===== config.mk =====
export PLATFORM = sky130hd
export DESIGN_NAME = float_to_bf16_limb_split
export DESIGN_NICKNAME = d
export VERILOG_FILES = /design/src/sv/f2bls_pkg.sv /design/src/sv/float_to_bf16_limb_split.sv /design/src/sv/f2bls_resid.sv /design/src/sv/f2bls_norm.sv
export SDC_FILE = /design/constraint.sdc
export NUM_CORES = 1
export LEC_CHECK = 0
export ABC_AREA = 1
export BUFFER_PORTS_ARGS = -buffer_cell sky130_fd_sc_hd__buf_2
export CAP_MARGIN = 20
export CORE_MARGIN = 2
export CORE_UTILIZATION = 40
export CTS_BUF_LIST = sky130_fd_sc_hd__clkbuf_8
export DETAILED_ROUTE_END_ITERATION = 12
export GPL_TIMING_DRIVEN = 0
export MAX_ROUTING_LAYER = met4
export SLEW_MARGIN = 30
export SYNTH_ARGS = -nofsm -noshare
export SYNTH_HDL_FRONTEND = slang
export SYNTH_SLANG_ARGS = --single-unit

===== constraint.sdc =====
create_clock -name clk_i -period 7.2 [get_ports clk_i]
set_clock_uncertainty 0.15 [all_clocks]
set_input_delay 0.72 -clock clk_i [delete_from_list [all_inputs] [get_ports clk_i]]
set_output_delay 0.72 -clock clk_i [all_outputs]
set_load 0.02 [all_outputs]

===== src/sv/f2bls_pkg.sv =====
// shared types and conversion helpers for the fp32 to fp16/bf16 limb splitter
package f2bls_pkg;

  typedef struct packed {
    logic [31:0] value_bits;
    logic        is_last;
  } f2bls_in_t;

  typedef struct packed {
    logic [15:0] high_limb;
    logic [15:0] low_limb;
    logic        last_out;
  } f2bls_out_t;

  localparam logic [1:0] FMT_FP16 = 2'd0;
  localparam logic [1:0] FMT_BF16 = 2'd1;
  localparam logic [1:0] FMT_TWO  = 2'd2;

  localparam logic [15:0] BF16_QNAN = 16'h7FC0;

  // bf16 round to nearest even of raw fp32 bits, nan quieted
  function automatic logic [15:0] to_bf16(input logic [31:0] b);
    logic [32:0] s;
    if (b[30:23] == 8'hFF && b[22:0] != 23'd0) begin
      return b[31:16] | 16'h0040;
    end
    s = {1'b0, b} + 33'h7FFF + {32'd0, b[16]};
    return s[31:16];
  endfunction

  // fp16 round to nearest even of raw fp32 bits
  function automatic logic [15:0] to_fp16(input logic [31:0] b);
    logic [15:0] sgn;
    logic [7:0]  ex;
    logic [22:0] mt;
    logic [23:0] m;
    logic [4:0]  sh;
    logic [23:0] q;
    logic [23:0] rem;
    logic [23:0] half;
    logic [15:0] qn;
    logic [12:0] rn;
    sgn = {b[31], 15'd0};
    ex  = b[30:23];
    mt  = b[22:0];
    if (ex == 8'hFF) begin
      if (mt != 23'd0) return sgn | 16'h7E00 | {6'd0, mt[22:13]};
      return sgn | 16'h7C00;
    end
    if (ex >= 8'd143) return sgn | 16'h7C00;
    if (ex <= 8'd112) begin
      if (ex < 8'd102) return sgn;
      m    = {1'b1, mt};
      sh   = 5'(8'd126 - ex);
      q    = m >> sh;
      rem  = m & ((24'd1 << sh) - 24'd1);
      half = 24'd1 << (sh - 5'd1);
      if (rem > half || (rem == half && q[0])) q = q + 24'd1;
      return sgn | q[15:0];
    end
    qn = {1'b0, 5'(ex - 8'd112), mt[22:13]};
    rn = mt[12:0];
    if (rn > 13'h1000 || (rn == 13'h1000 && qn[0])) qn = qn + 16'd1;
    return sgn | qn;
  endfunction

endpackage


===== src/sv/float_to_bf16_limb_split.sv =====
// top level of the fp32 to fp16/bf16 limb splitter
// Streams one fp32 value per request on the input channel (valid/ready) and
// returns one result per request on the output channel: high_limb is fp16
// (format 0) or the nearest-even bf16 value, low_limb is the bf16 residual
// in format 2 and 3, else zero; last_out copies is_last.
// The format register is written over its own valid/ready channel, always
// ready, and must only change while the pipeline is empty.
// Output valid rises once a request has passed four register stages (round,
// residual subtract, normalize, final round/select), the first of which loads
// at the input accept edge itself.
// Throughput is one request per cycle. When the receiver stalls, every stage
// holds; an empty stage still fills, so ready drops only with the pipe full.
// Reset clears all stage valid bits and sets format to one bf16 limb.
module float_to_bf16_limb_split (
  input  logic                   clk_i,
  input  logic                   rst_ni,
  input  logic                   cfg_valid_i,
  output logic                   cfg_ready_o,
  input  logic [1:0]             cfg_data_i,
  input  logic                   in_valid_i,
  output logic                   in_ready_o,
  input  f2bls_pkg::f2bls_in_t   in_data_i,
  output logic                   out_valid_o,
  input  logic                   out_ready_i,
  output f2bls_pkg::f2bls_out_t  out_data_o
);
  import f2bls_pkg::*;

  typedef struct packed {
    logic [31:0] val;
    logic [15:0] hi;
    logic        last;
    logic [1:0]  fmt;
  } s1_t;

  typedef struct packed {
    logic [31:0] val;
    logic [15:0] hi;
    logic        last;
    logic [1:0]  fmt;
    logic        sgn;
    logic [8:0]  ex;
    logic [24:0] mag;
  } s2_t;

  typedef struct packed {
    logic [31:0] val;
    logic [15:0] hi;
    logic        last;
    logic [1:0]  fmt;
    logic [31:0] rb;
  } s3_t;

  logic [1:0] fmt_q;
  logic v1_q, v2_q, v3_q, v4_q;
  logic en1, en2, en3, en4;
  s1_t s1_d, s1_q;
  s2_t s2_d, s2_q;
  s3_t s3_d, s3_q;
  f2bls_out_t o_d, o_q;
  logic r_sgn;
  logic [8:0] r_ex;
  logic [24:0] r_mag;
  logic [31:0] r_bits;
  logic [15:0] lo;

  assign cfg_ready_o = 1'b1;

  assign en4 = ~v4_q | out_ready_i;
  assign en3 = ~v3_q | en4;
  assign en2 = ~v2_q | en3;
  assign en1 = ~v1_q | en2;
  assign in_ready_o = en1;

  always_ff @(posedge clk_i or negedge rst_ni) begin
    if (!rst_ni) begin
      fmt_q <= FMT_BF16;
      v1_q <= 1'b0;
      v2_q <= 1'b0;
      v3_q <= 1'b0;
      v4_q <= 1'b0;
    end else begin
      if (cfg_valid_i) fmt_q <= cfg_data_i;
      if (en1) v1_q <= in_valid_i;
      if (en2) v2_q <= v1_q;
      if (en3) v3_q <= v2_q;
      if (en4) v4_q <= v3_q;
    end
  end

  // stage 1: leading limb
  always_comb begin
    s1_d.val  = in_data_i.value_bits;
    s1_d.last = in_data_i.is_last;
    s1_d.fmt  = fmt_q;
    s1_d.hi   = (fmt_q == FMT_FP16) ? to_fp16(in_data_i.value_bits)
                                    : to_bf16(in_data_i.value_bits);
  end

  // stage 2: aligned subtract
  f2bls_resid u_resid (
    .value_i (s1_q.val),
    .hi_i    (s1_q.hi),
    .sign_o  (r_sgn),
    .exp_o   (r_ex),
    .mag_o   (r_mag)
  );

  always_comb begin
    s2_d.val  = s1_q.val;
    s2_d.hi   = s1_q.hi;
    s2_d.last = s1_q.last;
    s2_d.fmt  = s1_q.fmt;
    s2_d.sgn  = r_sgn;
    s2_d.ex   = r_ex;
    s2_d.mag  = r_mag;
  end

  // stage 3: normalize
  f2bls_norm u_norm (
    .sign_i (s2_q.sgn),
    .exp_i  (s2_q.ex),
    .mag_i  (s2_q.mag),
    .bits_o (r_bits)
  );

  always_comb begin
    s3_d.val  = s2_q.val;
    s3_d.hi   = s2_q.hi;
    s3_d.last = s2_q.last;
    s3_d.fmt  = s2_q.fmt;
    s3_d.rb   = r_bits;
  end

  // stage 4: special cases and residual rounding
  always_comb begin
    if (s3_q.val[30:23] == 8'hFF) begin
      lo = (s3_q.val[22:0] != 23'd0) ? s3_q.hi : BF16_QNAN;
    end else if (s3_q.hi[14:0] == 15'h7F80) begin
      lo = s3_q.hi ^ 16'h8000;
    end else begin
      lo = to_bf16(s3_q.rb);
    end
    o_d.high_limb = s3_q.hi;
    o_d.low_limb  = (s3_q.fmt[1]) ? lo : 16'd0;
    o_d.last_out  = s3_q.last;
  end

  always_ff @(posedge clk_i) begin
    if (en1) s1_q <= s1_d;
    if (en2) s2_q <= s2_d;
    if (en3) s3_q <= s3_d;
    if (en4) o_q  <= o_d;
  end

  assign out_valid_o = v4_q;
  assign out_data_o  = o_q;

  a_stall_hold: assert property (@(posedge clk_i) disable iff (!rst_ni)
    out_valid_o && !out_ready_i |=> out_valid_o && $stable(out_data_o))
    else $error("output changed under stall");
  a_ready_full: assert property (@(posedge clk_i) disable iff (!rst_ni)
    !in_ready_o |-> v1_q && v2_q && v3_q && v4_q && !out_ready_i)
    else $error("input stalled with a free stage");
  a_low_zero: assert property (@(posedge clk_i) disable iff (!rst_ni)
    v3_q && !s3_q.fmt[1] && en4 |=> out_data_o.low_limb == 16'd0)
    else $error("low limb set outside two-limb format");
endmodule


===== src/sv/f2bls_resid.sv =====
// residual stage: exact value minus leading bf16 limb, as aligned fp32 fields
module f2bls_resid (
  input  logic [31:0] value_i,
  input  logic [15:0] hi_i,
  output logic        sign_o,
  output logic [8:0]  exp_o,
  output logic [24:0] mag_o
);
  import f2bls_pkg::*;

  // both operands share scale: magnitude difference is exact in 25 bits
  logic [23:0] mv, mh;
  logic [8:0]  ev, eh;
  logic [4:0]  d;
  logic [24:0] a, c;

  always_comb begin
    mv = {(value_i[30:23] != 8'd0), value_i[22:0]};
    ev = {1'b0, (value_i[30:23] == 8'd0) ? 8'd1 : value_i[30:23]};
    mh = {(hi_i[14:7] != 8'd0), hi_i[6:0], 16'd0};
    eh = {1'b0, (hi_i[14:7] == 8'd0) ? 8'd1 : hi_i[14:7]};
    // hi exponent is ev or ev+1; align to the larger
    if (eh > ev) begin
      d = 5'd1;
      a = {1'b0, mv} >> d;
      c = {1'b0, mh};
      exp_o = eh;
    end else begin
      d = 5'd0;
      a = {1'b0, mv};
      c = {1'b0, mh};
      exp_o = ev;
    end
    // low bit lost by the shift is kept by scaling up one
    a = {a[23:0], 1'b0} | {24'd0, (d != 5'd0) & mv[0]};
    c = {c[23:0], 1'b0};
    if (a >= c) begin
      mag_o  = a - c;
      sign_o = value_i[31];
    end else begin
      mag_o  = c - a;
      sign_o = ~value_i[31];
    end
  end
endmodule


===== src/sv/f2bls_norm.sv =====
// normalize the residual magnitude into fp32 bits
module f2bls_norm (
  input  logic        sign_i,
  input  logic [8:0]  exp_i,
  input  logic [24:0] mag_i,
  output logic [31:0] bits_o
);
  import f2bls_pkg::*;

  logic [4:0]  lz;
  logic [24:0] sm;
  logic [9:0]  e;

  always_comb begin
    lz = 5'd0;
    sm = 25'd0;
    for (int i = 0; i < 25; i++) begin
      if (mag_i[i]) lz = 5'(24 - i);
    end
    // mag has one guard bit: a leading one at bit 24 means exponent exp_i
    e = {1'b0, exp_i} - {5'd0, lz};
    if (mag_i == 25'd0) begin
      bits_o = 32'd0;
    end else if ($signed(e) <= 0 || e[9]) begin
      // subnormal: shift as far as exponent 1 allows
      sm = mag_i << 5'(exp_i);
      bits_o = {sign_i, 8'd0, sm[24:2]};
    end else begin
      sm = mag_i << lz;
      bits_o = {sign_i, e[7:0], sm[23:1]};
    end
  end
endmodule

==> flow_summary.toml <==
[outcome]
outcome = "completed"

[synthesis]
synth_top_family_by_area = "simple AND/OR/NAND/NOR gates"
yosys.area_share.adder = 0.0490
synthArstFlopShare = 0.0237
synth_top_area_share = 0.433
synth_edf_count = 247
synth_area_leaders = "edfxtp_1 (43%), nand2_1 (10%), inv_1 (5.3%)"
synth_compound_area_frac = 0.135
synth_warnings = 0
ys_ff_latch = 253
netlist-cell-type-count = 63
syn_inst = 2134
synth_mux_area_frac = 0.0107
synth_area_per_cell_sq_um = 8.04
ys_seq_area_frac = 0.441
synth-xor-area-share = 0.0328
synthSimpleGateAreaFrac = 0.250
netlist_area_sq_mm = 0.0171
synth_top_area_cell = "edfxtp_1"
synth-main-ff-cell = "edfxtp_1"
synth_fp_nets = 2240

[grt]
grt_first_pass_wirelength_um = 86700
met1_usage = 0.328
grt_pass1_vias = 15166
overflow = 0
grt_max_degree = 64
gr-usage-met2 = 0.433
grt-busiest-layer = "met2"
track_usage = 0.263
met3_usage = 0.0318
antenna_found_initial = 1

[sta]
slew_headroom = 0.382
rsz0062_at_grt = "false"
finalCritPeriodShare = 0.928
setup_viol = 0
finalHoldViolCount = 0
tightest_slew_ns = 0.919
fmax_mhz = 150
min_period_ns = 6.68
setup_slack_ns = 0.517
fin_hold_ws_ns = 0.155
slew_violations = 0

[setup_path]
setup.worst_path.start_class = "input pin"
reg2reg_from = "s1_q[15]"
rrSetupSlack_ns = 1.22
crit_type = "in2reg"
cp.required_ns = 7.31
cp_slowest_cell = "o21ai_0"
rr_worst_depth = 24
crit_arrival_ns = 6.79
cp-end-kind = "flop"
cp_max_fo = 12
cpPeakStageDelay_ns = 0.30
path_common_cell = "inv_2"
reg2reg_to = "s2_q[5]"

[placed_design]
post-place-ws_ns = -0.0847
gp_congestion = 0.954
dpl.cell_count = 2751
port_buffers = 74
hpwl_um = 45000

[die]
initial_core_util = 0.407
num_rows = 75
io_pins = 76
die_x_um = 211
die-height_um = 211
dieArea_sq_mm = 0.0445
core_region_area_sq_mm = 0.0421

[clocking]
clkSlewWorstSetupHoldPaths_ns = 0.06
cts_root_buffer = "clkbuf_8"
cts.path.max_buffers = 3
numCtsBuffers = 43
cts_htree_levels = 2
cts_tree = "done"
cts.sinks = 253
clkLatencyLatePin_ns = 0.59

[cells_and_area]
area_delta_synth_final_pct = 11.5
fin_nets = 2365
final_layout_size_suffix_gt1_frac = 0.0992
instances_no_fill = 2829
fin_util = 0.454
fill_cells = 4199

[routing]
wire_per_inst_um = 19.8
dr.pass1.iters = 6
final_antenna_net_count = 0
drc = 0
drt_wl_total_um = 55900
via_per_inst = 5.45
vias = 15424
drt_iter0_markers = 1379

[worst_hold_path]
worstHoldStart = "in_data_i[0]"
min_to = "s1_q[2]"
hold_class = "in2reg"
hold_depth = 1

[power_and_ir_drop]
powerDensity_mw_per_mm2 = 357
leakagePower_nw = 8.15
power_mw = 6.82
vdd.ir_drop.worst_mv = 0.149

[job]
drv_cap = 0
## worst max path at each step
stage / start / to / slack (ns)
after global placement: out_ready_i / in_ready_o / -0.29
final: in_data_i[25] / s1_q[7] / 0.52
after floorplan: in_data_i[25] / s1_q[18] / 1.55
after detailed placement: in_data_i[25] / s1_q[7] / -0.08
after global routing: in_data_i[25] / s1_q[7] / 0.009
after CTS: in_data_i[25] / s1_q[7] / 0.54
## worst max-delay path, delay by kind of cell
family          cells  cell delay [ns]
compound gates      5             0.78
xor+xnor            1             0.26
buf+inv            11             1.22
simple gates       20             3.09
fa+ha+maj           3             0.70
## routing by layer
layer | share of wire | wire (um)
met1 | 0.43 | 24000
met2 | 0.47 | 26400
met3 | 0.055 | 3050
met4 | 0.043 | 2430
met5 | 0 | 0
## registers in the layout (all words and copies together) (netlist names)
| name | count |
|---|---|
| s2_q | 83 |
| s3_q | 64 |
| s1_q | 50 |
| out_data_o | 33 |
| o_d | 17 |
| fmt_q | 2 |
| out_valid_o | 1 |
| v1_q | 1 |
| v2_q | 1 |
| v3_q | 1 |
## cell usage after synthesis (all sizes together) (27+ instances only)
| master | number |
|---|---|
| nand2 | 476 |
| inv | 255 |
| edfxtp | 247 |
| nor2 | 228 |
| o21ai | 202 |
| nand3 | 164 |
| a21oi | 86 |
| ha | 64 |
| clkbuf | 48 |
| xor2 | 47 |
| nor3 | 38 |
| buf | 30 |
| nand4 | 27 |
| nor4 | 27 |
## area by class of cell
cell class	count	area, sq um	area share
clock buffer	43	592	0.0310
timing repair buffer	80	478	0.0250
tap	539	674	0.0353
sequential	253	7570	0.396
buffer	78	379	0.0198
multi-input combinational	1538	8220	0.430
clock inverter	32	186	0.00975
inverter	265	1010	0.0529
antenna	1	2.50	0.000131
## kinds of logic after synthesis
family | count (synthesis)
AND/OR/NAND/NOR | 987
other | 1
flip-flops | 253
buffers and inverters | 343
multiplexers | 18
XOR/XNOR | 62
AO/OA/AOI/OAI | 404
adder cells (fa/ha/maj) | 66
## timing repair
action | CTS | global route
setup buffers | 0 | 1
endpoints found under the hold margin | 6 | 0
endpoints found under the setup margin | 0 | 6
hold buffers | 1 | 0
gates resized for setup | 0 | 1
## stage by stage
stage	area (sq um)	setup TNS, ns
floorplan	17100	0
global placement	18200	-11.81
detailed placement	18300	-0.0847
CTS	19100	0
global route	19100	0
finish	19100	0
## power by group
part / switching, mW / internal [mW]
clock: 0.577 / 0.599
combinational: 2.23 / 0.968
sequential: 0.296 / 2.15
## layout by cell type, fill, tap and decap left out, types with 7 or more instances in the layout
cell and count:
a31oi_1 17, o22ai_1 9, mux2i_1 16, clkbuf_1 48
nand2_1 469, buf_2 92, o21a_1 15, nor3_2 7
inv_1 255, ha_1 64, nand4_1 26, nor2_2 7
or2_2 16, a21oi_1 86, o21ai_0 182, nand3_1 162
inv_2 11, buf_4 7, clkbuf_8 43, nor3_1 31
xor2_1 46, edfxtp_1 247, o21ai_1 20, xnor2_1 15
clkinv_1 18, o211ai_1 25, a211oi_1 7, nor4_1 23
o221ai_1 7, nor2_1 219
(Power assumes the default switching activity.)
